==> config.mk <==
export PLATFORM = sky130hd
export DESIGN_NAME = bdtw_front_flat
export DESIGN_NICKNAME = d
export VERILOG_FILES = /design/src/design/banded_dtw_cost_accumulator_macros.svh /design/src/design/bdtw_pkg.sv /design/src/design/bdtw_req_if.sv /design/src/design/bdtw_front.sv /design/src/flat_wrapper.sv
export SDC_FILE = /design/constraint.sdc
export NUM_CORES = 1
export LEC_CHECK = 0
export ABC_CLOCK_PERIOD_IN_PS = 2370
export BUFFER_PORTS_ARGS = -buffer_cell sky130_fd_sc_hd__buf_2
export CORE_UTILIZATION = 47
export CTS_BUF_LIST = sky130_fd_sc_hd__clkbuf_8
export CTS_CLUSTER_SIZE = 12
export DETAILED_ROUTE_END_ITERATION = 10
export PLACE_DENSITY = 0.87
export SLEW_MARGIN = 10
export SYNTH_ARGS = -nofsm -noshare
export SYNTH_HDL_FRONTEND = slang
export SYNTH_SLANG_ARGS = --single-unit
==> constraint.sdc <==
create_clock -name clock -period 2.37 [get_ports clock]
set_input_delay 0.3555 -clock clock [delete_from_list [all_inputs] [get_ports clock]]
set_output_delay 0.3555 -clock clock [all_outputs]
set_load 0.02 [all_outputs]
==> src/design/banded_dtw_cost_accumulator_macros.svh <==
// Assertion helpers; each expects signals named clock and reset in scope.
`ifndef BANDED_DTW_COST_ACCUMULATOR_MACROS_SVH
`define BANDED_DTW_COST_ACCUMULATOR_MACROS_SVH

// Same-cycle implication.
`define BDTW_ASSERT_IMP(label, ante, cons, msg) \
   label: assert property (@(posedge clock) disable iff (reset) (ante) |-> (cons)) \
      else $error(msg);

// Next-cycle implication.
`define BDTW_ASSERT_NXT(label, ante, cons, msg) \
   label: assert property (@(posedge clock) disable iff (reset) (ante) |=> (cons)) \
      else $error(msg);

`endif

==> src/design/bdtw_pkg.sv <==
package bdtw_pkg;

   localparam int MAX_COLS    = 1024;
   localparam int ADDR_W      = $clog2(MAX_COLS);
   localparam int COL_W       = 10;
   localparam int SPAN_W      = 11;
   localparam int DIST_W      = 8;
   localparam int START_W     = 31;
   localparam int COST_W      = 32;
   localparam int QUEUE_DEPTH = 4;
   localparam int QPTR_W      = $clog2(QUEUE_DEPTH);
   localparam int QCNT_W      = $clog2(QUEUE_DEPTH + 1);

   localparam logic [COST_W-1:0] COST_MAX  = {1'b0, {(COST_W-1){1'b1}}};
   localparam logic [COST_W-1:0] COST_NONE = {COST_W{1'b1}};

   typedef enum logic [1:0] {
      DIR_NONE  = 2'd0,
      DIR_VERT  = 2'd1,
      DIR_HORIZ = 2'd2,
      DIR_DIAG  = 2'd3
   } bdtw_dir_type;

   typedef struct packed {
      logic [DIST_W-1:0]  local_distance;
      logic [COL_W-1:0]   column;
      logic [START_W-1:0] start_cost;
      logic               new_region;
      logic               diag_ok;
      logic               vert_ok;
      logic               horiz_ok;
      logic               diag_mem;
   } bdtw_cell_type;

   typedef struct packed {
      logic full;
      logic head_valid;
   } bdtw_qstat_type;

   function automatic logic [ADDR_W-1:0] col_addr(input logic [COL_W-1:0] col);
      return ADDR_W'(col);
   endfunction

   function automatic logic [COST_W-1:0] sat_add(input logic [COST_W-1:0] pred,
                                                 input logic [DIST_W:0]   add);
      logic [COST_W:0] sum;
      sum = {pred[COST_W-1], pred} + {{(COST_W-DIST_W){1'b0}}, add};
      if (!sum[COST_W] && sum[COST_W-1]) begin
         return COST_MAX;
      end
      return sum[COST_W-1:0];
   endfunction

endpackage

==> src/design/bdtw_req_if.sv <==
interface bdtw_req_if import bdtw_pkg::*; ();
   logic               valid;
   logic               ready;
   logic [DIST_W-1:0]  local_distance;
   logic [COL_W-1:0]   column;
   logic               new_row;
   logic               new_region;
   logic [START_W-1:0] start_cost;

   modport source (output valid, local_distance, column, new_row, new_region, start_cost,
                   input ready);
   modport sink   (input valid, local_distance, column, new_row, new_region, start_cost,
                   output ready);
endinterface

==> src/design/bdtw_front.sv <==
module bdtw_front import bdtw_pkg::*; (
   input  logic           clock,
   input  logic           reset,
   bdtw_req_if.sink       req_chan,
   input  bdtw_qstat_type qstat,
   output logic           push,
   output bdtw_cell_type  push_cell
);

   logic [SPAN_W-1:0] prev_start_ff, prev_start_in;
   logic [SPAN_W-1:0] prev_stop_ff,  prev_stop_in;
   logic [COL_W-1:0]  row_start_ff,  row_start_in;
   logic [COL_W-1:0]  last_col_ff,   last_col_in;
   logic              first_row_ff,  first_row_in;
   logic [SPAN_W-1:0] col_ext;

   assign req_chan.ready = !qstat.full;
   assign push           = req_chan.valid && !qstat.full;
   assign col_ext        = {1'b0, req_chan.column};

   always_comb begin
      prev_start_in = prev_start_ff;
      prev_stop_in  = prev_stop_ff;
      row_start_in  = row_start_ff;
      first_row_in  = first_row_ff;
      last_col_in   = req_chan.column;
      if (req_chan.new_region) begin
         prev_start_in = '0;
         prev_stop_in  = '0;
         row_start_in  = req_chan.column;
         first_row_in  = 1'b1;
      end else if (req_chan.new_row) begin
         prev_start_in = {1'b0, row_start_ff};
         prev_stop_in  = {1'b0, last_col_ff} + SPAN_W'(1);
         row_start_in  = req_chan.column;
         first_row_in  = 1'b0;
      end

      push_cell.local_distance = req_chan.local_distance;
      push_cell.column         = req_chan.column;
      push_cell.start_cost     = req_chan.start_cost;
      push_cell.new_region     = req_chan.new_region;
      push_cell.diag_mem       = req_chan.new_row && !req_chan.new_region &&
                                 (req_chan.column != '0);
      push_cell.diag_ok        = 1'b0;
      push_cell.vert_ok        = 1'b0;
      push_cell.horiz_ok       = 1'b0;
      if (!req_chan.new_region) begin
         push_cell.horiz_ok = req_chan.column > row_start_in;
         if (!first_row_in) begin
            push_cell.diag_ok = (col_ext > prev_start_in) && (col_ext <= prev_stop_in);
            push_cell.vert_ok = (col_ext >= prev_start_in) && (col_ext < prev_stop_in);
         end
      end
   end

   always_ff @(posedge clock) begin
      if (reset) begin
         prev_start_ff <= '0;
         prev_stop_ff  <= '0;
         row_start_ff  <= '0;
         last_col_ff   <= '0;
         first_row_ff  <= 1'b1;
      end else if (push) begin
         prev_start_ff <= prev_start_in;
         prev_stop_ff  <= prev_stop_in;
         row_start_ff  <= row_start_in;
         last_col_ff   <= last_col_in;
         first_row_ff  <= first_row_in;
      end
   end

endmodule

==> src/flat_wrapper.sv <==
// flat-port wrapper written by rule: the top's interface ports become plain ports
module bdtw_front_flat import bdtw_pkg::*;
  (clock, reset, qstat, push, push_cell, req_chan_valid, req_chan_local_distance, req_chan_column, req_chan_new_row, req_chan_new_region, req_chan_start_cost, req_chan_ready);
  bdtw_req_if req_chan_i ();
  input  logic clock;
  input  logic reset;
  input  bdtw_qstat_type qstat;
  output logic push;
  output bdtw_cell_type push_cell;
  input wire logic [$bits(req_chan_i.valid)-1:0] req_chan_valid;
  input wire logic [$bits(req_chan_i.local_distance)-1:0] req_chan_local_distance;
  input wire logic [$bits(req_chan_i.column)-1:0] req_chan_column;
  input wire logic [$bits(req_chan_i.new_row)-1:0] req_chan_new_row;
  input wire logic [$bits(req_chan_i.new_region)-1:0] req_chan_new_region;
  input wire logic [$bits(req_chan_i.start_cost)-1:0] req_chan_start_cost;
  output wire logic [$bits(req_chan_i.ready)-1:0] req_chan_ready;
  assign req_chan_i.valid = req_chan_valid;
  assign req_chan_i.local_distance = req_chan_local_distance;
  assign req_chan_i.column = req_chan_column;
  assign req_chan_i.new_row = req_chan_new_row;
  assign req_chan_i.new_region = req_chan_new_region;
  assign req_chan_i.start_cost = req_chan_start_cost;
  assign req_chan_ready = req_chan_i.ready;
  bdtw_front u_core (.clock(clock), .reset(reset), .req_chan(req_chan_i), .qstat(qstat), .push(push), .push_cell(push_cell));
endmodule
==> qor_table.md <==
| Parameter | Value | Unit |
| --- | --- | --- |
| Clock-pin slew on the worst setup and hold paths | 0.08 | ns |
| Total of endpoints with negative setup slack in the final report | 3 | - |
| Post-synth net total | 486 | - |
| Hold EP | u_core.prev_stop_ff[5]$_SDFFE_PP0P_ | - |
| Startpoint of the worst-slack reg-to-reg timing path | u_core.last_col_ff[0]$_SDFFE_PP0P_ | - |
| Final Hold Violating Endpoints | 0 | - |
| First-pass iteration count of the detailed router | 11 | - |
| CTS H-Tree Depth | 2 | - |
| Required time at the worst-slack endpoint | 2.01 | ns |
| Core box area | 0.00649 | mm2 |
| ANT nets after route | 0 | - |
| I/O Buffers | 32 | - |
| GR peak layer | met2 | - |
| Worst IR drop on VDD | 220 | uV |
| Flops & latches, synth | 43 | - |
| Min setup slack post-route | -0.686 | ns |
| Post-synthesis instance area | 0.00323 | mm2 |
| Fraction of synthesis flops using an asynchronous set or reset pin | 0 | % |
| Worst-case clock skew | 0.00930 | ns |
| Endpoint kind of the worst setup timing path | output pin | - |
| Violated checks | DRC, setup timing | - |
| Via Count | 2987 | - |
| Clock Sinks | 43 | - |
| Fraction of the yosys area taken by sequential cells | 26.7 | % |
| Number of clock buffers inserted by TritonCTS | 5 | - |
| Wirelength per Cell | 17.4 | um |
| Source-to-sink clock delay at the later pin of the worst-skew pair | 0.31 | ns |
| Worst hold margin | 0.314 | ns |
| Worst relative slew slack | 31.0 | % |
| Count of flip-flops with a built-in enable after synthesis | 0 | - |
| Total design power | 1.69 | mW |
| DIE WIDTH | 84.9 | um |
| Crit path DAT | 2.70 | ns |
| Stage delay of the slowest cell on the critical path | 0.39 | ns |
| Antenna violations before repair | 0 | - |
| Number of global-route vias before repair | 2772 | - |
| Depth of the worst register-to-register path | 7 | - |
| Yosys top cell by area | dfxtp_1 | - |
| Origin of the worst setup path | u_core.last_col_ff[0]$_SDFFE_PP0P_ | - |
| Count of unresolved DRC violations after routing | 11 | - |
| # hold bufs at CTS | 0 | - |
| Register-to-Register Setup Slack | 0.96 | ns |
| Area fraction of the dominant cell type after synthesis | 26.7 | % |
| Share of cells above drive strength 1 | 34.9 | % |
| Met1 usage in global routing | 31.9 | % |
| CP Class | register to output pin | - |
| Achievable Freq | 327 | MHz |
| Ant. Diodes | 0 | - |
| Average footprint of a synthesized cell | 8.11 | um2 |
| Vertical die dimension | 84.9 | um |
| Total die area | 0.00720 | mm2 |
| Pin count of the biggest net entering global routing | 38 | - |
| R2R Path End | u_core.prev_stop_ff[8]$_SDFFE_PP0P_ | - |
| Non-filler instance count after layout | 504 | - |
| Most area-consuming cells after synthesis | dfxtp_1 (27%), ha_1 (12%), buf_4 (12%), mux2i_1 (6.2%), nand2_1 (5.8%) | - |
| Post-detailed-route via-to-cell ratio | 5.93 | - |
| Routability Congestion | 0.868 | - |
| Layout net count | 514 | - |
| Cell Pwr Density | 429 | mW/mm2 |
| Clock Path Buffers | 2 | - |
| DR iter-0 viols | 278 | - |
| Placed wire-length estimate | 6070 | um |
| Met3 Track Usage GR | 3.99 | % |
| Wire length of the first global-routing pass | 13600 | um |
| CTS tree | done | - |
| Startpoint of the most critical hold path | reset | - |
| Worst hold path type | primary input to register | - |
| Detailed Route WL | 8770 | um |
| Fillers | 527 | - |
| Crit-path most repeated cell | a21oi_4 | - |
| Total instance count after detailed placement | 487 | - |
| Summed negative setup slack over all endpoints | -1.49 | ns |
| Cell at the root of the clock tree | clkbuf_8 | - |
| Leakage power | 1.60 | nW |
| Effective utilization at floorplan | 49.7 | % |
| Startpoint types | register | - |
| Number of maximum-capacitance constraint violations | 0 | - |
| Final max-slew violation count | 0 | - |
| Syn. warnings | 0 | - |
| Crit path max fanout | 4 | - |
| Total I/O pin count | 112 | - |
| Top flip-flop cell by instance count after synthesis | dfxtp_1 | - |
| Unrepaired setup endpoints after global routing | true | - |
| Synthesis-to-finish area growth | 21.8 | % |
| Status | complete, but fails checks | - |
| Met2 layer usage reported by global route | 39.3 | % |
| Least-Margin Pin Slew | 1.03 | ns |
| Count of distinct cell types in the synthesized netlist | 44 | - |
| Number of rows created at floorplan | 29 | - |
| Overall Global Routing Usage | 24.0 | % |
| Final worst path period need | 3.06 | ns |
| Overflow after GRT | 0 | - |
| Worst path slowest cell | dfxtp_4 | - |
| Cells after Synth | 398 | - |
| Portion of the clock cycle consumed by the worst path in the final layout | 129 | % |
| Number of cells on the worst hold path | 2 | - |
| Worst-path cell chain | and3_4 -> nand3_1 -> xor2_1 -> a211o_1 -> ha_4 -> o21ai_1 -> a21oi_1 -> o221ai_2 -> a21oi_4 -> a21oi_4 -> buf_2 | - |
-- critical path: cells and delay by family, from the launching register on --
family,cells,cell delay [ns]
and+or+nand+nor,2,0.31
AOI/OAI and AO/OA,6,1.05
xor gates and xnor gates,1,0.19
adders and majority gates,1,0.29
buffers and inverters,1,0.16
DFF,1,0.39
-- Yosys cell counts (all sizes together) (5+ instances only) --
| cell | number |
|---|---|
| buf | 61 |
| nand2 | 50 |
| dfxtp | 43 |
| nor2 | 41 |
| a21oi | 33 |
| ha | 32 |
| mux2i | 20 |
| a22oi | 15 |
| or2 | 11 |
| clkbuf | 9 |
| nand3 | 8 |
| a211o | 7 |
| and3 | 6 |
| o21ai | 6 |
| a211oi | 5 |
| nand4 | 5 |
-- kinds of logic after synthesis --
logic type      share of synthesized area [%]
buf+inv                                  15.0
simple gates                             20.2
mux                                      6.20
compound gates                           17.4
fa+ha+maj                                12.4
xor+xnor                                 2.17
flops                                    26.7
-- metal layers --
layer | part of all wire (%) | routed length [um]
met1 | 43 | 3770
met2 | 46 | 4050
met3 | 7.8 | 686
met4 | 3.0 | 266
met5 | 0 | 0
-- where the power goes --
group	leakage [nW]	total (mW)	switching (mW)	internal, mW
Combinational	1.20	0.482	0.266	0.216
Sequential	0.351	0.753	0.0144	0.738
Clock	0.0505	0.451	0.252	0.198
Total	1.60	1.69	0.532	1.15
-- timing repair --
action,4_1_cts,5_1_grt
setup endpoints to repair,3,3
pin swaps,2,9
gates resized for setup,11,28
setup buffers,1,8
gates cloned,0,1
-- sequential cells by signal (all words and copies together), names as in the netlist --
signal and flops:
u_core.row_start_ff 10, u_core.last_col_ff 10, u_core.prev_stop_ff 11, u_core.prev_start_ff 11
u_core.first_row_ff 1
-- layout make-up --
class                   count  area [um2]  area share, %
clock buffers               5        68.8           1.75
clock inverters             3        12.5          0.318
inverters                   3        11.3          0.286
multi-input cells         283        2230           56.8
flip-flops and latches     43         873           22.2
well taps                  77        96.3           2.45
repair buffers             90         637           16.2
-- layout by cell type, fill, tap and decap left out, types with 2 or more instances in the layout --
cell type	n
buf_4	58
nand2_1	50
nor2_1	40
dfxtp_1	39
a21oi_1	29
buf_2	28
mux2i_1	19
ha_1	19
a22oi_1	14
ha_4	13
or2_4	10
a211o_1	7
nand3_1	7
inv_1	5
nand4_1	5
clkbuf_8	5
and3_4	4
a2bb2oi_1	4
xnor2_1	3
nand3b_1	3
a21o_1	3
o21ai_1	3
xor2_1	3
dfxtp_4	3
a211oi_1	2
o21ai_0	2
a21oi_2	2
nor2b_1	2
a211oi_2	2
nand2b_1	2
and3_1	2
a21oi_4	2
o211ai_1	2
nor4_1	2
or3_4	2
o31ai_1	2
nor3_1	2
-- worst max path at each step --
stage | endpoint | slack (ns)
CTS | push_cell[3] | -0.71
global placement | push_cell[1] | -0.50
finish | push_cell[3] | -0.69
global route | push_cell[2] | -0.78
floorplan | push_cell[2] | -0.13
detailed placement | push_cell[3] | -0.50
-- through the flow --
stage	area [um2]	util, %	setup slack (ns)
floorplan	3470	-	-0.125
global placement	3610	55.6	-0.497
detailed placement	3610	55.6	-0.498
CTS	3740	57.5	-0.710
global route	3930	60.5	-0.781
finish	3930	60.5	-0.686
No activity file was read; power rests on OpenSTA's default activity.
