`config.mk`:
```
export PLATFORM = sky130hd
export DESIGN_NAME = bdtw_back_flat
export DESIGN_NICKNAME = d
export VERILOG_FILES = /design/src/design/bdtw_pkg.sv /design/src/design/bdtw_rsp_if.sv /design/src/design/bdtw_back.sv /design/src/flat_wrapper.sv
export VERILOG_INCLUDE_DIRS = /design/src /design/src/design
export SDC_FILE = /design/constraint.sdc
export NUM_CORES = 1
export LEC_CHECK = 0
export BUFFER_PORTS_ARGS = -buffer_cell sky130_fd_sc_hd__clkbuf_2
export CORE_ASPECT_RATIO = 0.5
export CORE_MARGIN = 3
export CORE_UTILIZATION = 51
export CTS_CLUSTER_SIZE = 16
export DETAILED_ROUTE_END_ITERATION = 7
export GPL_TIMING_DRIVEN = 0
export PLACE_DENSITY = 0.76
export REMOVE_ABC_BUFFERS = 1
export SYNTH_ARGS = -nofsm -noshare
export SYNTH_HDL_FRONTEND = slang
export SYNTH_SLANG_ARGS = --single-unit
```
`constraint.sdc`:
```
create_clock -name clock -period 10.35 [get_ports clock]
set_clock_uncertainty 0.1 [all_clocks]
set_input_delay 0 -clock clock [delete_from_list [all_inputs] [get_ports clock]]
set_output_delay 0 -clock clock [all_outputs]
set_load 0.01 [all_outputs]
```
`src/design/banded_dtw_cost_accumulator_macros.svh`:
```
// Assertion helpers; each expects signals named clock and reset in scope.
`ifndef BANDED_DTW_COST_ACCUMULATOR_MACROS_SVH
`define BANDED_DTW_COST_ACCUMULATOR_MACROS_SVH

// Same-cycle implication.
`define BDTW_ASSERT_IMP(label, ante, cons, msg) \
   label: assert property (@(posedge clock) disable iff (reset) (ante) |-> (cons)) \
      else $error(msg);

// Next-cycle implication.
`define BDTW_ASSERT_NXT(label, ante, cons, msg) \
   label: assert property (@(posedge clock) disable iff (reset) (ante) |=> (cons)) \
      else $error(msg);

`endif

```
`src/design/bdtw_pkg.sv`:
```
package bdtw_pkg;

   localparam int MAX_COLS    = 1024;
   localparam int ADDR_W      = $clog2(MAX_COLS);
   localparam int COL_W       = 10;
   localparam int SPAN_W      = 11;
   localparam int DIST_W      = 8;
   localparam int START_W     = 31;
   localparam int COST_W      = 32;
   localparam int QUEUE_DEPTH = 4;
   localparam int QPTR_W      = $clog2(QUEUE_DEPTH);
   localparam int QCNT_W      = $clog2(QUEUE_DEPTH + 1);

   localparam logic [COST_W-1:0] COST_MAX  = {1'b0, {(COST_W-1){1'b1}}};
   localparam logic [COST_W-1:0] COST_NONE = {COST_W{1'b1}};

   typedef enum logic [1:0] {
      DIR_NONE  = 2'd0,
      DIR_VERT  = 2'd1,
      DIR_HORIZ = 2'd2,
      DIR_DIAG  = 2'd3
   } bdtw_dir_type;

   typedef struct packed {
      logic [DIST_W-1:0]  local_distance;
      logic [COL_W-1:0]   column;
      logic [START_W-1:0] start_cost;
      logic               new_region;
      logic               diag_ok;
      logic               vert_ok;
      logic               horiz_ok;
      logic               diag_mem;
   } bdtw_cell_type;

   typedef struct packed {
      logic full;
      logic head_valid;
   } bdtw_qstat_type;

   function automatic logic [ADDR_W-1:0] col_addr(input logic [COL_W-1:0] col);
      return ADDR_W'(col);
   endfunction

   function automatic logic [COST_W-1:0] sat_add(input logic [COST_W-1:0] pred,
                                                 input logic [DIST_W:0]   add);
      logic [COST_W:0] sum;
      sum = {pred[COST_W-1], pred} + {{(COST_W-DIST_W){1'b0}}, add};
      if (!sum[COST_W] && sum[COST_W-1]) begin
         return COST_MAX;
      end
      return sum[COST_W-1:0];
   endfunction

endpackage

```
`src/design/bdtw_rsp_if.sv`:
```
interface bdtw_rsp_if import bdtw_pkg::*; ();
   logic                     valid;
   logic                     ready;
   logic signed [COST_W-1:0] path_cost;
   logic [1:0]               step_dir;

   modport source (output valid, path_cost, step_dir, input ready);
   modport sink   (input valid, path_cost, step_dir, output ready);
endinterface

```
`src/design/bdtw_back.sv`:
```
`include "banded_dtw_cost_accumulator_macros.svh"

module bdtw_back import bdtw_pkg::*; (
   input  logic                clock,
   input  logic                reset,
   input  bdtw_qstat_type      qstat,
   input  bdtw_cell_type       head,
   output logic                pop,
   output logic                ram_wr_en,
   output logic [ADDR_W-1:0]   ram_wr_addr,
   output logic [COST_W-1:0]   ram_wr_data,
   output logic                ram_rd_en,
   output logic [ADDR_W-1:0]   ram_rd_addr_a,
   output logic [ADDR_W-1:0]   ram_rd_addr_b,
   input  logic [COST_W-1:0]   ram_rd_data_a,
   input  logic [COST_W-1:0]   ram_rd_data_b,
   bdtw_rsp_if.source          rsp_chan
);

   logic          e_valid_ff, e_valid_in;
   bdtw_cell_type e_cell_ff;
   logic          hit_a_ff,   hit_a_in;
   logic          hit_b_ff,   hit_b_in;
   logic [COST_W-1:0] fwd_ff;
   logic [COST_W-1:0] left_ff, diag_hold_ff;
   logic          rsp_valid_ff, rsp_valid_in;
   logic [COST_W-1:0] rsp_cost_ff;
   bdtw_dir_type  rsp_dir_ff;

   logic          e_fire;
   logic [COST_W-1:0] old_cost, mem_diag, diag_cost;
   logic [COST_W-1:0] cand_d, cand_v, cand_h;
   logic [COST_W-1:0] cost;
   bdtw_dir_type  dir;
   logic          have;

   assign e_fire = e_valid_ff && (!rsp_valid_ff || rsp_chan.ready);
   assign pop    = qstat.head_valid && (!e_valid_ff || e_fire);

   assign ram_rd_en     = pop;
   assign ram_rd_addr_a = col_addr(head.column);
   assign ram_rd_addr_b = col_addr(head.column - COL_W'(1));
   assign ram_wr_en     = e_fire;
   assign ram_wr_addr   = col_addr(e_cell_ff.column);
   assign ram_wr_data   = cost;

   assign hit_a_in = e_fire && (ram_wr_addr == ram_rd_addr_a);
   assign hit_b_in = e_fire && (ram_wr_addr == ram_rd_addr_b);

   assign old_cost  = hit_a_ff ? fwd_ff : ram_rd_data_a;
   assign mem_diag  = hit_b_ff ? fwd_ff : ram_rd_data_b;
   assign diag_cost = e_cell_ff.diag_mem ? mem_diag : diag_hold_ff;

   assign cand_d = sat_add(diag_cost, {e_cell_ff.local_distance, 1'b0});
   assign cand_v = sat_add(old_cost, {1'b0, e_cell_ff.local_distance});
   assign cand_h = sat_add(left_ff, {1'b0, e_cell_ff.local_distance});

   always_comb begin
      cost = COST_NONE;
      dir  = DIR_NONE;
      have = 1'b0;
      if (e_cell_ff.new_region) begin
         cost = {1'b0, e_cell_ff.start_cost};
      end else begin
         if (e_cell_ff.diag_ok) begin
            cost = cand_d;
            dir  = DIR_DIAG;
            have = 1'b1;
         end
         if (e_cell_ff.vert_ok && (!have || ($signed(cand_v) < $signed(cost)))) begin
            cost = cand_v;
            dir  = DIR_VERT;
            have = 1'b1;
         end
         if (e_cell_ff.horiz_ok && (!have || ($signed(cand_h) < $signed(cost)))) begin
            cost = cand_h;
            dir  = DIR_HORIZ;
         end
      end
   end

   always_comb begin
      e_valid_in = e_valid_ff;
      if (pop) begin
         e_valid_in = 1'b1;
      end else if (e_fire) begin
         e_valid_in = 1'b0;
      end
      rsp_valid_in = rsp_valid_ff;
      if (e_fire) begin
         rsp_valid_in = 1'b1;
      end else if (rsp_chan.ready) begin
         rsp_valid_in = 1'b0;
      end
   end

   always_ff @(posedge clock) begin
      if (reset) begin
         e_valid_ff   <= 1'b0;
         hit_a_ff     <= 1'b0;
         hit_b_ff     <= 1'b0;
         rsp_valid_ff <= 1'b0;
         left_ff      <= '0;
         diag_hold_ff <= '0;
      end else begin
         e_valid_ff   <= e_valid_in;
         rsp_valid_ff <= rsp_valid_in;
         if (pop) begin
            hit_a_ff <= hit_a_in;
            hit_b_ff <= hit_b_in;
         end
         if (e_fire) begin
            left_ff      <= cost;
            diag_hold_ff <= old_cost;
         end
      end
   end

   always_ff @(posedge clock) begin
      if (pop) begin
         e_cell_ff <= head;
         fwd_ff    <= cost;
      end
      if (e_fire) begin
         rsp_cost_ff <= cost;
         rsp_dir_ff  <= dir;
      end
   end

   assign rsp_chan.valid     = rsp_valid_ff;
   assign rsp_chan.path_cost = rsp_cost_ff;
   assign rsp_chan.step_dir  = rsp_dir_ff;

   `BDTW_ASSERT_NXT(a_fire_lands, e_fire, rsp_valid_ff, "finished cell did not reach output")
   `BDTW_ASSERT_NXT(a_stall_holds, e_valid_ff && !e_fire, e_valid_ff, "stalled cell dropped")
   `BDTW_ASSERT_NXT(a_pop_lands, pop, e_valid_ff, "popped cell missing from execute stage")

endmodule

```
`src/flat_wrapper.sv`:
```
// flat-port wrapper written by rule: the top's interface ports become plain ports
module bdtw_back_flat import bdtw_pkg::*;
  (clock, reset, qstat, head, pop, ram_wr_en, ram_wr_addr, ram_wr_data, ram_rd_en, ram_rd_addr_a, ram_rd_addr_b, ram_rd_data_a, ram_rd_data_b, rsp_chan_valid, rsp_chan_path_cost, rsp_chan_step_dir, rsp_chan_ready);
  bdtw_rsp_if rsp_chan_i ();
  input  logic clock;
  input  logic reset;
  input  bdtw_qstat_type qstat;
  input  bdtw_cell_type head;
  output logic pop;
  output logic ram_wr_en;
  output logic [ADDR_W-1:0] ram_wr_addr;
  output logic [COST_W-1:0] ram_wr_data;
  output logic ram_rd_en;
  output logic [ADDR_W-1:0] ram_rd_addr_a;
  output logic [ADDR_W-1:0] ram_rd_addr_b;
  input  logic [COST_W-1:0] ram_rd_data_a;
  input  logic [COST_W-1:0] ram_rd_data_b;
  output wire logic [$bits(rsp_chan_i.valid)-1:0] rsp_chan_valid;
  output wire logic [$bits(rsp_chan_i.path_cost)-1:0] rsp_chan_path_cost;
  output wire logic [$bits(rsp_chan_i.step_dir)-1:0] rsp_chan_step_dir;
  input wire logic [$bits(rsp_chan_i.ready)-1:0] rsp_chan_ready;
  assign rsp_chan_valid = rsp_chan_i.valid;
  assign rsp_chan_path_cost = rsp_chan_i.path_cost;
  assign rsp_chan_step_dir = rsp_chan_i.step_dir;
  assign rsp_chan_i.ready = rsp_chan_ready;
  bdtw_back u_core (.clock(clock), .reset(reset), .qstat(qstat), .head(head), .pop(pop), .ram_wr_en(ram_wr_en), .ram_wr_addr(ram_wr_addr), .ram_wr_data(ram_wr_data), .ram_rd_en(ram_rd_en), .ram_rd_addr_a(ram_rd_addr_a), .ram_rd_addr_b(ram_rd_addr_b), .ram_rd_data_a(ram_rd_data_a), .ram_rd_data_b(ram_rd_data_b), .rsp_chan(rsp_chan_i));
endmodule
```
==> flow_metrics.py <==
metrics = {
    "floorplanning": {
        "ios": 223,
        "die_h_um": 120,
        "row_count": 41,
        "dieWidth_um": 235,
        "initial_core_util_pct": 52.4,
        "design.core.area_mm2": 0.0254,
        "die_area_mm2": 0.0282,
    },
    "synth": {
        "synth_cell_types": 81,
        "synth_edf_count": 120,
        "synthDominantCellAreaShare_pct": 27.0,
        "avgSynthCellArea_um2": 9.21,
        "yosys-top-cells-area": "edfxtp_1 27%, dfxtp_1 10%, ha_1 8.2%",
        "synth.largest_area_cell": "edfxtp_1",
        "ys_seq_elements": 188,
        "yosysWarnings": 0,
        "seq_area_frac_synth_pct": 37.3,
        "syn_area_mm2": 0.0133,
        "synth_cells": 1447,
        "yosys_most_used_dff": "edfxtp_1",
        "synthArstFlopShare_pct": 0,
    },
    "timing": {
        "setup_violations": 0,
        "worst_pin_slew_ps": 1250,
        "maxSlewViolCount": 0,
        "final-hold-violation-count": 0,
        "fin_ws_ps": 176,
        "fin_tns_setup_ps": 0,
        "finalCriticalPeriod_ps": 10170,
        "max_freq_ghz": 0.0983,
        "fin_crit_sh_pct": 98.3,
        "maxSlewHeadroom_pct": 17.0,
    },
    "worst_setup_path": {
        "end_kind": "output port",
        "slowest_delay_ps": 630,
        "crit_path_max_fanout": 15,
        "required_ps": 10250,
        "crit_path_frequent_cell": "ha_1",
        "arrival_ps": 10070,
        "worst_path_max_delay_cell": "or4_4",
        "cp-start-kind": "flop",
        "crit_type": "flop to output port",
    },
    "place": {
        "hpwl_um": 31500,
        "dp_slack_ps": -2420,
        "gp_congestion": 0.990,
        "port-buffer-count": 221,
        "place_inst": 1928,
    },
    "global_route": {
        "grt_overflow_total": 0,
        "grt_util_all_layers_pct": 31.7,
        "grt_pass1_vias": 12360,
        "grt_max_degree": 78,
        "grt_pass1_wl_um": 68500,
        "antenna_found_initial": 1,
    },
    "final_layout": {
        "antenna_cells": 0,
        "layout_common_cells": "220 x clkbuf_2, 182 x nand2_1, 137 x nor2_1, 120 x edfxtp_1, 88 x dlygate4sd3_1",
        "seqCellArea_mm2": 0.00497,
        "synthToLayoutAreaGrowth_pct": 26.1,
        "final_common_cell": "clkbuf_2",
        "nFillCells": 2057,
        "final_cells": 2095,
        "multiInputGateArea_mm2": 0.00799,
        "drive_gt1_share_pct": 22.6,
        "fin_util_pct": 66.0,
        "nNetsFinal": 1951,
    },
    "drt": {
        "wire_per_inst_um": 21.7,
        "ant_nets": 0,
        "wl_um": 45500,
        "vias": 12774,
        "viasPerCell": 6.10,
        "drc_errors": 0,
        "first_pass_iters": 5,
        "drt-initial-drc-count": 1454,
    },
    "run_status": {
        "run_status": "complete, no violations",
    },
    "clocking": {
        "cts_root_buffer": "clkbuf_16",
        "cts_sinks": 188,
        "path_clk_slew_ps": 80,
        "htreeDepth": 4,
        "clock_tree.buffer_depth": 2,
        "cts-buffers-inserted": 17,
        "cts_tree": "yes",
        "worstSkewPairLatency_ps": 460,
    },
    "power_and_ir_drop": {
        "power_density_mw_per_mm2": 138,
        "power.total_mw": 2.31,
        "leakage_nw": 7.04,
        "ir_drop_mv": 0.115,
    },
    "flow_run": {
        "drv_cap": 0,
    },
    "worst_hold_path": {
        "hp-class": "input port to flop",
    },
}
cells in the mapped netlist, drive strengths merged, types with 4 or more instances:
master	instances
clkbuf	50
a31oi	4
or3	8
nand2b	10
ha	87
edfxtp	120
nor2	138
a211oi	38
xor2	47
mux2i	71
o2111ai	8
nand4	20
inv	43
nand3	25
and3	9
buf	44
nor3	23
mux2	38
nand2	193
nor2b	10
dfxtp	68
and2	6
a21oi	71
a32oi	4
or2	4
a21o	19
nand4b	5
nor4	15
o21a	10
o21bai	7
o31ai	10
nand3b	7
xnor2	58
o21ai	60
o211ai	36
or4	7
a311oi	26
path summary, 6_finish.rpt:
kind / cells past startpoint / slack, ps / start / to
worst max register to register: 39 / 420 / u_core.hit_b_ff / u_core.fwd_ff[9]
worst min-delay path: 4 / 40 / ram_rd_data_a[27] / u_core.diag_hold_ff[27]
worst min register to register: 2 / 360 / u_core.diag_hold_ff[4] / u_core.diag_hold_ff[4]
worst max-delay path: 39 / 180 / u_core.hit_b_ff / ram_wr_data[2]
worst max-delay path: cells and delay by family, from the launching register on:
kind	cells	cell delay [ps]
buf+inv	8	1130
mux	3	950
fa+ha+maj	4	1270
simple gates	8	2630
flops	1	360
compound gates	16	3240
area by class of cell:
cell class,instances,share of cell area [%]
multi-input combinational,1122,47.6
tap,344,2.56
sequential,188,29.6
inverter,45,1.05
timing repair buffer,364,15.7
clock inverter,14,0.894
clock buffer,18,2.56
cell families (layout without fill, tap and decap cells):
family / Yosys count / in the layout / share of synthesized area [%]
buffers and inverters: 139 / 441 / 4.82
multiplexers: 109 / 109 / 8.60
AND/OR/NAND/NOR: 490 / 492 / 16.8
AO/OA/AOI/OAI: 326 / 326 / 17.0
adder cells (fa/ha/maj): 90 / 90 / 8.62
flip-flops: 188 / 188 / 37.3
XOR/XNOR: 105 / 105 / 6.90
what timing repair did:
item | 4_1_cts | 5_1_grt
hold buffers | 88 | 0
endpoints found under the setup margin | 130 | 109
endpoints found under the hold margin | 89 | 0
cloned | 2 | 1
pin swaps | 6 | 14
gates resized for setup | 34 | 19
setup buffers | 20 | 24
power breakdown:
part           total, mW  switching, mW  internal (mW)
Sequential         0.906         0.0403          0.866
Clock              0.669          0.326          0.342
Combinational      0.738          0.439          0.299
Total               2.31          0.806           1.51
state kept, by name, indices dropped and copies added (netlist names), 2 cells and up:
register / count
u_core.e_cell_ff: 44
u_core.diag_hold_ff: 32
u_core.fwd_ff: 32
u_core.rsp_chan.step_dir: 2
u_core.ram_wr_addr: 10
u_core.rsp_chan.path_cost: 32
u_core.left_ff: 32
per-stage QoR:
step                area, um^2  hold WS [ps]
floorplan                12800          -100
global placement         14400          77.3
detailed placement       14700          78.6
CTS                      16500          17.8
global route             16800           104
finish                   16800          37.0
per-layer routing:
layer  vias up  track usage, %  part of all wire (%)
met5         -               0                 0.029
met4         2            9.45                   2.2
met3        91            7.37                    10
met2       634            48.3                    45
met1      6158            44.9                    43
li1       5889               -                     -
(Power assumes the default switching activity.)
