===== src/design/banded_dtw_cost_accumulator_macros.svh =====
// Assertion helpers; each expects signals named clock and reset in scope.
`ifndef BANDED_DTW_COST_ACCUMULATOR_MACROS_SVH
`define BANDED_DTW_COST_ACCUMULATOR_MACROS_SVH

// Same-cycle implication.
`define BDTW_ASSERT_IMP(label, ante, cons, msg) \
   label: assert property (@(posedge clock) disable iff (reset) (ante) |-> (cons)) \
      else $error(msg);

// Next-cycle implication.
`define BDTW_ASSERT_NXT(label, ante, cons, msg) \
   label: assert property (@(posedge clock) disable iff (reset) (ante) |=> (cons)) \
      else $error(msg);

`endif


===== src/design/bdtw_pkg.sv =====
package bdtw_pkg;

   localparam int MAX_COLS    = 1024;
   localparam int ADDR_W      = $clog2(MAX_COLS);
   localparam int COL_W       = 10;
   localparam int SPAN_W      = 11;
   localparam int DIST_W      = 8;
   localparam int START_W     = 31;
   localparam int COST_W      = 32;
   localparam int QUEUE_DEPTH = 4;
   localparam int QPTR_W      = $clog2(QUEUE_DEPTH);
   localparam int QCNT_W      = $clog2(QUEUE_DEPTH + 1);

   localparam logic [COST_W-1:0] COST_MAX  = {1'b0, {(COST_W-1){1'b1}}};
   localparam logic [COST_W-1:0] COST_NONE = {COST_W{1'b1}};

   typedef enum logic [1:0] {
      DIR_NONE  = 2'd0,
      DIR_VERT  = 2'd1,
      DIR_HORIZ = 2'd2,
      DIR_DIAG  = 2'd3
   } bdtw_dir_type;

   typedef struct packed {
      logic [DIST_W-1:0]  local_distance;
      logic [COL_W-1:0]   column;
      logic [START_W-1:0] start_cost;
      logic               new_region;
      logic               diag_ok;
      logic               vert_ok;
      logic               horiz_ok;
      logic               diag_mem;
   } bdtw_cell_type;

   typedef struct packed {
      logic full;
      logic head_valid;
   } bdtw_qstat_type;

   function automatic logic [ADDR_W-1:0] col_addr(input logic [COL_W-1:0] col);
      return ADDR_W'(col);
   endfunction

   function automatic logic [COST_W-1:0] sat_add(input logic [COST_W-1:0] pred,
                                                 input logic [DIST_W:0]   add);
      logic [COST_W:0] sum;
      sum = {pred[COST_W-1], pred} + {{(COST_W-DIST_W){1'b0}}, add};
      if (!sum[COST_W] && sum[COST_W-1]) begin
         return COST_MAX;
      end
      return sum[COST_W-1:0];
   endfunction

endpackage


===== src/design/bdtw_queue.sv =====
`include "banded_dtw_cost_accumulator_macros.svh"

module bdtw_queue import bdtw_pkg::*; (
   input  logic           clock,
   input  logic           reset,
   input  logic           push,
   input  bdtw_cell_type  push_cell,
   input  logic           pop,
   output bdtw_qstat_type qstat,
   output bdtw_cell_type  head
);

   bdtw_cell_type     slot_ff [QUEUE_DEPTH];
   logic [QPTR_W-1:0] wr_ptr_ff, wr_ptr_in;
   logic [QPTR_W-1:0] rd_ptr_ff, rd_ptr_in;
   logic [QCNT_W-1:0] count_ff,  count_in;

   assign qstat.full       = count_ff == QCNT_W'(QUEUE_DEPTH);
   assign qstat.head_valid = count_ff != '0;
   assign head             = slot_ff[rd_ptr_ff];

   always_comb begin
      wr_ptr_in = push ? wr_ptr_ff + QPTR_W'(1) : wr_ptr_ff;
      rd_ptr_in = pop ? rd_ptr_ff + QPTR_W'(1) : rd_ptr_ff;
      count_in  = count_ff;
      if (push && !pop) begin
         count_in = count_ff + QCNT_W'(1);
      end else if (pop && !push) begin
         count_in = count_ff - QCNT_W'(1);
      end
   end

   always_ff @(posedge clock) begin
      if (reset) begin
         wr_ptr_ff <= '0;
         rd_ptr_ff <= '0;
         count_ff  <= '0;
      end else begin
         wr_ptr_ff <= wr_ptr_in;
         rd_ptr_ff <= rd_ptr_in;
         count_ff  <= count_in;
      end
   end

   always_ff @(posedge clock) begin
      if (push) begin
         slot_ff[wr_ptr_ff] <= push_cell;
      end
   end

   `BDTW_ASSERT_IMP(a_no_overflow, push, !qstat.full, "request pushed into full queue")
   `BDTW_ASSERT_IMP(a_no_underflow, pop, count_ff != '0, "pop from empty queue")
   `BDTW_ASSERT_NXT(a_count_up, push && !pop, count_ff == $past(count_ff) + QCNT_W'(1), "count lost a push")

endmodule


===== config.mk =====
export PLATFORM = sky130hd
export DESIGN_NAME = bdtw_queue
export DESIGN_NICKNAME = d
export VERILOG_FILES = /design/src/design/bdtw_pkg.sv /design/src/design/bdtw_queue.sv
export VERILOG_INCLUDE_DIRS = /design/src /design/src/design
export SDC_FILE = /design/constraint.sdc
export NUM_CORES = 1
export LEC_CHECK = 0
export ABC_AREA = 1
export BUFFER_PORTS_ARGS = -buffer_cell sky130_fd_sc_hd__clkbuf_2
export CORE_ASPECT_RATIO = 1.2
export CORE_MARGIN = 8
export CORE_UTILIZATION = 57
export CTS_CLUSTER_DIAMETER = 30
export DETAILED_ROUTE_END_ITERATION = 16
export HOLD_SLACK_MARGIN = 0.05
export PLACE_DENSITY = 0.77
export SETUP_SLACK_MARGIN = 0.02
export SYNTH_ARGS = -nofsm -noshare
export SYNTH_HDL_FRONTEND = slang
export SYNTH_SLANG_ARGS = --single-unit

===== constraint.sdc =====
create_clock -name clock -period 2.3 [get_ports clock]
set_clock_uncertainty 0.1 [all_clocks]
set_input_delay 0.575 -clock clock [delete_from_list [all_inputs] [get_ports clock]]
set_output_delay 0.575 -clock clock [all_outputs]
set_load 0.05 [all_outputs]

==> results of run 1 <==
==> metrics by stage <==
stage          power [mW]   util  worst slack, ns
4_1_cts              11.4  0.796           -0.143
3_3_place_gp         6.08  0.646            0.228
2_1_floorplan        5.71      -           0.0789
3_5_place_dp         6.12  0.646            0.213
6_report             11.7  0.836           -0.159
5_1_grt              12.0  0.836           -0.223
==> registers in the layout (all words and copies together) (netlist names), named ones only <==
signal,flops
count_ff,3
rd_ptr_ff,2
slot_ff,216
wr_ptr_ff,2
==> worst max-delay path, delay by kind of cell (launching register included) <==
family	cells	cell delay (ns)
buffers and inverters	4	0.64
DFF	1	0.36
AOI/OAI and AO/OA	1	0.23
and+or+nand+nor	1	0.06
==> metal layers <==
layer | vias to the layer above | part of all wire | global-route usage
met4 | 0 | 0.030 | 0.0787
met3 | 73 | 0.074 | 0.0454
met2 | 391 | 0.53 | 0.407
li1 | 2501 | - | -
met5 | - | 0 | 0
met1 | 2985 | 0.37 | 0.263
==> logic make-up after synthesis <==
group                      Yosys count  share of synthesized area
AOI/OAI and AO/OA                  170                      0.109
xor gates and xnor gates             1                    0.00104
adders and majority gates            6                    0.00979
buffers and inverters               51                     0.0322
DFF                                225                      0.791
and+or+nand+nor                    128                     0.0576
==> timing repair <==
| item | in CTS | in global routing |
|---|---|---|
| setup endpoints to repair | 54 | 54 |
| gates cloned | 11 | 4 |
| hold buffers | 0 | 0 |
| resized for setup | 187 | 180 |
| pin swaps | 10 | 19 |
| setup buffers | 7 | 0 |
==> worst paths after layout <==
kind	from	to	slack (ns)	cells past startpoint
setup / recovery	flip-flop	head[52]	-0.16	6
hold reg to reg	rd_ptr_ff[1]$_SDFFE_PP0P_	flip-flop	0.38	1
hold / removal	reset	count_ff[0]$_SDFFE_PP0P_	0.18	2
setup reg to reg	wr_ptr_ff[1]$_SDFFE_PP0P_	slot_ff[1][48]$_DFFE_PP_	0.62	5
==> cell usage in the layout, fill, tap and decap left out, types with 2 or more instances in the layout <==
master | netlist | final
edfxtp_1 | 216 | 216
nor2_4 | 0 | 4
nor2_2 | 0 | 30
clkbuf_16 | 0 | 39
o21ai_2 | 0 | 32
o22ai_1 | 54 | 20
o21ai_1 | 15 | 41
clkinv_4 | 0 | 2
a21oi_1 | 3 | 3
inv_1 | 15 | 11
ha_1 | 5 | 5
inv_6 | 1 | 3
dfxtp_1 | 9 | 7
clkinvlp_4 | 0 | 4
clkbuf_8 | 0 | 28
nand2_1 | 10 | 10
o22ai_4 | 0 | 2
buf_16 | 0 | 10
buf_12 | 0 | 15
o22ai_2 | 0 | 32
bufinv_16 | 0 | 3
buf_4 | 3 | 5
nor2_1 | 115 | 81
inv_2 | 1 | 4
o21ai_4 | 0 | 10
o21ai_0 | 98 | 30
clkbuf_1 | 0 | 3
clkinv_1 | 0 | 2
clkinv_2 | 0 | 6
buf_8 | 0 | 32
clkbuf_2 | 7 | 59
==> power by group through the flow <==
stage          registers [mW]  logic, mW  clock network (mW)
6_report                 4.76       1.96                5.01
5_1_grt                  4.77       2.03                5.21
4_1_cts                  4.74       1.73                4.97
3_5_place_dp             4.82       1.31                   0
3_3_place_gp             4.81       1.27                   0
2_1_floorplan            4.81      0.899                   0
==> cell type report <==
class | count | area (um2)
Inverter | 17 | 92.6
Fill cell | 607 | 2370
Clock inverter | 19 | 193
Clock buffer | 41 | 928
Tap cell | 175 | 219
Sequential cell | 225 | 6670
Multi-Input combinational cell | 305 | 2060
Timing Repair Buffer | 151 | 1840
Timing Repair inverter | 3 | 36.3
==> impl_metrics.csv, run 1 <==
group,metric,value,unit
route,via_count,5950,
global_route,antenna_found_initial,0,
route,wl_per_cell,26.1,um
power,sw_frac_of_total,0.263,
critical_path,startpoint_type,"flip-flop",
synth,synth_seq_cells,225,
timing,slew_headroom,0.717,
synth,syn_nets,645,
power,p_sw,3.08,mW
critical_path,cp_slowest_cell,"dfxtp_4",
critical_path,crit_top_cell,"buf_12",
synth,yosysMostFrequentCell,"edfxtp_1",
timing,maxClockFrequency,407,MHz
floorplan,die_y,149,um
power,vdd_drop_max,0.731,mV
critical_path,cp-end-kind,"output port",
floorplan,die_width,127,um
global_route,grtUsageTotal,0.226,
power,cell_internal_pwr,8.65,mW
synth,yosys-top-cells-area,"edfxtp_1 (77%), o21ai_0 (5.8%), nor2_1 (5.1%)",
power,leakage,4.40,nW
power,p_comb_frac,0.167,
synth,synth_common_cells,"edfxtp_1 (216), nor2_1 (115), o21ai_0 (98), o22ai_1 (54), buf_2 (20)",
worst_hold_path,hp-class,"primary input to flip-flop",
cells_and_area,design_area,0.0120,mm2
global_route,grt_pass1_vias,5992,
route,antenna_left,0,
critical_path,arrival,1.78,ns
run_status,status,"finished with violations",
critical_path,path_class,"flip-flop to output port",
clock_tree,clock_latency,0.47,ns
clock_tree,clock_path_buffers,3,
floorplan,start_util,0.585,
synth,yosysSeqAreaShare,0.791,
critical_path,path_cells,"buf_12 > clkinv_16 > buf_12 > nor2_1 > o22ai_1 > clkbuf_8",
route,first_iter_violations,685,
cells_and_area,antennaDiodeCount,0,
global_route,grt_max_degree,37,
floorplan,io-pin-count,114,
timing,rsz0062_at_grt,"yes",
synth,syn_avg_cell_area,14.5,um2
cells_and_area,drive_gt1_frac,0.430,
placement,hpwl,11100,um
placement,place.gp.congestion,0.739,
global_route,grt-ovfl-total,0,
timing,post-route-period-util,1.07,
synth,netlist_instances,581,
timing,worst_slew_pin_slew,0.424,ns
synth,synth_top_area_frac,0.769,
floorplan,die-area,0.0190,mm2
timing,finalSetupViolations,53,
cells_and_area,area_delta_synth_final,42.8,%
route,wirelength,24400,um
route,drt-pass1-iter-count,5,
route,via_per_inst,6.36,
placement,port_buffers,113,
placement,post_dp_cell_area,0.00931,mm2
run_status,violations,"setup timing",
clock_tree,cts_tree,"yes",
timing,slew_viol_final,0,
clock_tree,h-tree-depth,2,
power,pwr-share-seq,0.406,
placement,placed_cells,855,
floorplan,core,0.0144,mm2
clock_tree,cts_buffers,34,
clock_tree,cts_root_buf,"clkbuf_16",
timing,finalWorstSetupSlack,-0.159,ns
power,clock_power_share,0.427,
route,drc_errors,0,
synth,synth_edf_count,216,
critical_path,cp_max_fo,19,
floorplan,placementRows,48,
critical_path,slowest_delay,0.36,ns
synth,synth_ff_type,"edfxtp_1",
power,power.density,974,mW/mm2
timing,timing.hold.ws,0.175,ns
timing,hold_viol,0,
run,drv_cap,0,
clock_tree,clk_pin_slew,0.05,ns
cells_and_area,final_cells,936,
global_route,grt_pass1_wl,32800,um
synth,ys_types,21,
timing,fin_tns_setup,-4.46,ns
timing,final.min_clock_period,2.46,ns
synth,ys_warn_count,0,
cells_and_area,layout.nets,801,
synth,synthArstFlopShare,0,
critical_path,cp_data_required_time,1.62,ns
synth,synth_top_area_cell,"edfxtp_1",
synth,syn_area,0.00843,mm2
clock_tree,cts.sinks,225,
Note: power is estimated with default switching activity, not from simulation.
==> run 2, diff against run 1 <==
--- a/config.mk
+++ b/config.mk
@@ -10,12 +10,13 @@
 export BUFFER_PORTS_ARGS = -buffer_cell sky130_fd_sc_hd__clkbuf_2
 export CORE_ASPECT_RATIO = 1.2
 export CORE_MARGIN = 8
-export CORE_UTILIZATION = 57
+export CORE_UTILIZATION = 54
 export CTS_CLUSTER_DIAMETER = 30
 export DETAILED_ROUTE_END_ITERATION = 16
 export HOLD_SLACK_MARGIN = 0.05
-export PLACE_DENSITY = 0.77
+export PLACE_DENSITY = 0.74
 export SETUP_SLACK_MARGIN = 0.02
+export SLEW_MARGIN = 20
 export SYNTH_ARGS = -nofsm -noshare
 export SYNTH_HDL_FRONTEND = slang
 export SYNTH_SLANG_ARGS = --single-unit
==> run 2 against run 1 <==
  * The run still ends with setup timing left
  * Largest cell class unchanged
  * Highest routed layer is now met5
  * Critical endpoint is now head[40]
  * First-iteration DRC count decreased by 0.29%
  * Maximum frequency decreased by 0.16%
  * Sequential share of layout area decreased by 1.9 points
  * Largest power group unchanged
  * Cell area increased by 3.6%
  * Critical path type unchanged
==> impl_metrics.csv, run 2 (synthesis results as in run 1) <==
group,metric,value,unit
critical_path,path_delay_family,"buffers and inverters",
power,vdd_drop_max,0.709,mV
timing,fin_tns_setup,-5.46,ns
floorplan,core,0.0155,mm2
timing,finalWorstSetupSlack,-0.163,ns
critical_path,path_buf_inv,4,
worst_hold_path,holdPathStages,2,
route,wl_per_cell,26.1,um
cells_and_area,antennaDiodeCount,0,
critical_path,path_cells,"buf_6 > buf_6 > buf_6 > nor2_1 > o22ai_2 > buf_8",
route,drt-pass1-iter-count,5,
timing,timing.hold.ws,0.174,ns
power,leakage,4.56,nW
cells_and_area,layout_commonest_cell,"edfxtp_1",
route,first_iter_violations,683,
critical_path,reg2reg_to,"slot_ff[0][12]$_DFFE_PP_",
timing,hold_viol,0,
clock_tree,cts_root_buf,"clkbuf_16",
global_route,grt_pass1_wl,30200,um
cells_and_area,area_delta_synth_final,48.0,%
placement,place.gp.congestion,0.731,
timing,post-route-period-util,1.07,
timing,finalSetupViolations,54,
power,power.density,985,mW/mm2
floorplan,die-area,0.0199,mm2
floorplan,io-pin-count,114,
floorplan,die_width,130,um
worst_hold_path,hp-class,"primary input to flip-flop",
route,wirelength,25800,um
floorplan,placementRows,50,
cells_and_area,layout.nets,820,
clock_tree,cts_tree,"yes",
placement,post_dp_cell_area,0.00934,mm2
global_route,grtUsageTotal,0.197,
critical_path,crit_top_cell,"buf_6",
placement,pre_cts_ws,0.183,ns
critical_path,startpoint_type,"flip-flop",
critical_path,cp_max_fo,5,
critical_path,path_class,"flip-flop to output port",
critical_path,cp_data_required_time,1.62,ns
placement,hpwl,11200,um
clock_tree,clock_latency,0.48,ns
worst_hold_path,hp-start,"reset",
timing,slew_headroom,0.693,
placement,port_buffers,113,
route,antenna_left,0,
clock_tree,cts.sinks,225,
route,via_per_inst,6.12,
critical_path,path_depth,6,
critical_path,arrival,1.79,ns
clock_tree,cts_buffers,34,
route,drc_errors,0,
worst_hold_path,holdPathEnd,"count_ff[0]$_SDFFE_PP0P_",
critical_path,cp_slowest_cell,"dfxtp_4",
critical_path,cp-end-kind,"output port",
cells_and_area,largest_register_ff_count,216,
critical_path,r2r_setup_slack,0.59,ns
global_route,antenna_found_initial,1,
timing,slew_viol_final,0,
clock_tree,hold_buffers,0,
global_route,grt_max_degree,51,
timing,worst_slew_pin_slew,0.461,ns
floorplan,start_util,0.546,
power,p_total,12.3,mW
floorplan,die_y,153,um
cells_and_area,drive_gt1_frac,0.456,
critical_path,r2r_cells,5,
cells_and_area,fillers,686,
global_route,grt-ovfl-total,0,
global_route,grt_pass1_vias,5675,
run_status,status,"finished with violations",
run,drv_cap,0,
timing,rsz0062_at_grt,"yes",
route,via_count,6046,
critical_path,slowest_delay,0.37,ns
cells_and_area,reg.largest.list,"slot_ff x216, count_ff x3",
clock_tree,clk_pin_slew,0.05,ns
critical_path,rr_startpoint,"wr_ptr_ff[0]$_SDFFE_PP0P_",
cells_and_area,layout_common_cells,"edfxtp_1 (216), nor2_1 (84), clkbuf_2 (59)",
cells_and_area,top_register,"slot_ff",
clock_tree,clock_path_buffers,3,
timing,final.min_clock_period,2.46,ns
clock_tree,h-tree-depth,2,
timing,maxClockFrequency,406,MHz
run_status,violations,"setup timing",
cells_and_area,design_area,0.0125,mm2
run 2: cell count changes in the layout (fill, tap and decap cells not counted), sizes merged:
cell	change
buf	+21
clkbuf	-2
clkinvlp	-3
inv	-3
bufinv	+4
clkinv	+2
run 2: per-layer routing:
layer  wire length [um]  vias to the layer above  share of wire  global-route usage
met4                812                        2          0.031              0.0771
li1                   -                     2548              -                   -
met1               9380                     3066           0.36               0.228
met5                 13                        -        0.00050                   0
met2              13600                      368           0.53               0.344
met3               1990                       62          0.077              0.0439
run 2: worst max path at each step:
stage               end  slack (ns)
3_5_place_dp   head[37]        0.18
5_1_grt        head[23]       -0.21
3_3_place_gp   head[31]        0.23
2_1_floorplan  head[30]        0.08
4_1_cts        head[12]       -0.19
6_report       head[40]       -0.16
run 2: cell type report:
cell class,instances,area (um2),area share
sequential,225,6670,0.535
clock inverter,18,263,0.0211
timing repair buffer,169,2000,0.161
inverter,17,90.1,0.00722
multi-input combinational,305,2180,0.175
clock buffer,42,945,0.0757
tap,208,260,0.0209
timing repair inverter,4,60.1,0.00481
run 2: report_power, final:
group	switching (mW)	internal, mW	leakage (nW)
Combinational	1.26	0.781	1.91
Sequential	0.0781	4.69	2.06
Clock	1.79	3.68	0.591
run 2: through the flow:
stage / std cells / utilization
after floorplan: 581 / -
after global placement: 890 / 0.604
after detailed placement: 890 / 0.604
after CTS: 950 / 0.719
after global routing: 988 / 0.808
final: 988 / 0.808
run 2: timing repair:
action | 4_1_cts | 5_1_grt
buffers inserted | 0 | 17
endpoints found under the setup margin | 54 | 54
resized for setup | 133 | 278
pin swaps | 2 | 40
cloned | 0 | 21
==> run 3, diff against run 2 <==
--- a/config.mk
+++ b/config.mk
@@ -8,13 +8,15 @@
 export LEC_CHECK = 0
 export ABC_AREA = 1
 export BUFFER_PORTS_ARGS = -buffer_cell sky130_fd_sc_hd__clkbuf_2
+export CELL_PAD_IN_SITES_DETAIL_PLACEMENT = 0
+export CELL_PAD_IN_SITES_GLOBAL_PLACEMENT = 1
 export CORE_ASPECT_RATIO = 1.2
 export CORE_MARGIN = 8
-export CORE_UTILIZATION = 54
+export CORE_UTILIZATION = 47
 export CTS_CLUSTER_DIAMETER = 30
 export DETAILED_ROUTE_END_ITERATION = 16
 export HOLD_SLACK_MARGIN = 0.05
-export PLACE_DENSITY = 0.74
+export PLACE_DENSITY = 0.77
 export SETUP_SLACK_MARGIN = 0.02
 export SLEW_MARGIN = 20
 export SYNTH_ARGS = -nofsm -noshare
==> run 3 against run 2 <==
  * Critical endpoint is now head[47]
  * Cell area increased by 0.55%
  * The run still ends with setup timing left
  * Power decreased by 0.35%
  * Utilization decreased by 9.4 points
  * Register-to-register slack improved by 0.16 ns
  * Clock power decreased by 2%
  * Maximum frequency decreased by 1.3%
  * Global-route usage decreased by 1.6 points
  * Die area increased by 13%
  * Cell count decreased by 0.10%
==> impl_metrics.csv, run 3 (synthesis results as in run 1) <==
group,metric,value,unit
run_status,status,"finished with violations",
run_status,violations,"setup timing",
global_route,grt_use_met2,0.330,
power,p_total,12.2,mW
clock_tree,cts_buffers,36,
cells_and_area,layout_common_cells,"edfxtp_1 (216), nor2_1 (77), buf_12 (70)",
timing,final.min_clock_period,2.50,ns
cells_and_area,layout_commonest_cell,"edfxtp_1",
route,via_count,5480,
timing,timing.hold.ws,0.146,ns
timing,post-route-period-util,1.09,
global_route,antenna_found_initial,2,
critical_path,cp-end-kind,"output port",
timing,hold_viol,0,
clock_tree,cts_tree,"yes",
critical_path,arrival,1.82,ns
power,leakage,4.54,nW
power,power.density,976,mW/mm2
route,drt-pass1-iter-count,5,
worst_hold_path,hp-start,"reset",
clock_tree,clk_pin_slew,0.05,ns
placement,port_buffers,113,
cells_and_area,drive_gt1_frac,0.431,
cells_and_area,area_delta_synth_final,48.8,%
critical_path,rr_startpoint,"wr_ptr_ff[0]$_SDFFE_PP0P_",
route,first_iter_violations,359,
cells_and_area,final_cells,987,
floorplan,start_util,0.480,
timing,fin_tns_setup,-5.37,ns
route,via_per_inst,5.55,
floorplan,placementRows,53,
floorplan,die_width,138,um
clock_tree,cts.sinks,225,
timing,slew_viol_final,0,
critical_path,cp_max_fo,7,
worst_hold_path,hp-class,"primary input to flip-flop",
global_route,grt-ovfl-total,0,
placement,post_dp_cell_area,0.0102,mm2
global_route,grt.met3_usage,0.0432,
clock_tree,clock_latency,0.49,ns
global_route,grt_pass1_wl,32100,um
cells_and_area,layout.nets,802,
timing,rsz0062_at_grt,"yes",
timing,maxClockFrequency,401,MHz
cells_and_area,fillers,1089,
power,vdd_drop_max,0.671,mV
clock_tree,h-tree-depth,2,
timing,finalWorstSetupSlack,-0.196,ns
route,antenna_left,0,
critical_path,startpoint_type,"flip-flop",
placement,place.gp.congestion,0.705,
floorplan,io-pin-count,114,
route,wirelength,21500,um
floorplan,die_y,163,um
timing,finalSetupViolations,54,
run,drv_cap,0,
critical_path,path_class,"flip-flop to output port",
route,wl_per_cell,21.8,um
critical_path,cp_data_required_time,1.62,ns
clock_tree,clock_path_buffers,3,
global_route,grtUsageTotal,0.181,
cells_and_area,reg.largest.list,"slot_ff x216, count_ff x3",
global_route,busiest_layer,"met2",
placement,hpwl,10900,um
floorplan,core,0.0176,mm2
global_route,grt_max_degree,43,
timing,worst_slew_pin_slew,0.336,ns
timing,slew_headroom,0.773,
global_route,grt_pass1_vias,5940,
global_route,met1_usage,0.196,
floorplan,die-area,0.0225,mm2
clock_tree,cts_root_buf,"clkbuf_16",
cells_and_area,top_register,"slot_ff",
clock_tree,hold_buffers,0,
cells_and_area,design_area,0.0125,mm2
route,drc_errors,0,
placement,placed_cells,899,
cells_and_area,largest_register_ff_count,216,
==> run 3: cell count changes in the layout (fill, tap and decap cells not counted), moves of 5 or more <==
cell | before | now
buf_12 | 16 | 70
buf_8 | 44 | 1
o21ai_1 | 33 | 56
o21ai_2 | 38 | 17
clkbuf_8 | 15 | 0
o22ai_1 | 16 | 2
o21ai_4 | 17 | 4
o21ai_0 | 25 | 36
o22ai_4 | 2 | 11
buf_4 | 15 | 7
clkbuf_16 | 48 | 40
nor2_4 | 5 | 13
nor2_1 | 84 | 77
o22ai_2 | 36 | 41
==> run 3: area by class of cell <==
type	instances	area [um2]	share of cell area
Antenna cell	2	5.00	0.000399
Multi-Input combinational cell	305	2170	0.173
Timing Repair Buffer	151	2080	0.166
Inverter	17	80.1	0.00638
Tap cell	220	275	0.0219
Clock inverter	27	319	0.0254
Clock buffer	38	908	0.0724
Sequential cell	225	6670	0.532
Timing Repair inverter	2	36.3	0.00289
==> run 3: worst paths after layout <==
| check | endpoint | slack, ns | depth (start not counted) |
|---|---|---|---|
| max | head[47] | -0.20 | 7 |
| min | count_ff[0]$_SDFFE_PP0P_ | 0.15 | 2 |
| max reg2reg | slot_ff[3][19]$_DFFE_PP_ | 0.75 | 4 |
| min reg2reg | flip-flop | 0.36 | 1 |
==> run 3: layer usage <==
metal / vias to the layer above / part of all wire
met4: 0 / 0.020
li1: 2519 / -
met5: - / 0
met1: 2731 / 0.38
met3: 33 / 0.057
met2: 197 / 0.54
==> run 3: stage by stage <==
step           setup WS, ns   util
3_5_place_dp          0.156  0.578
5_1_grt              -0.233  0.714
2_1_floorplan        0.0789      -
4_1_cts              -0.158  0.696
3_3_place_gp          0.229  0.578
6_report             -0.196  0.714
==> run 3: what timing repair did <==
action,in CTS,in global routing
gates resized for setup,154,79
buffers inserted,10,0
gates cloned,8,3
pin swaps,33,27
setup endpoints to repair,54,54
==> run 3: power breakdown <==
part	internal, mW	switching [mW]	total, mW
logic	0.917	1.23	2.14
clock network	3.46	1.88	5.35
registers	4.69	0.0656	4.75
total	9.07	3.18	12.2
==> run 3: worst max-delay path, stage by stage, from the launching register on <==
cell and delay, ns:
dfxtp_4 0.36, buf_12 0.15, inv_16 0.06, buf_12 0.13, clkbuf_16 0.15, o21ai_1 0.18
o22ai_2 0.11, buf_12 0.16
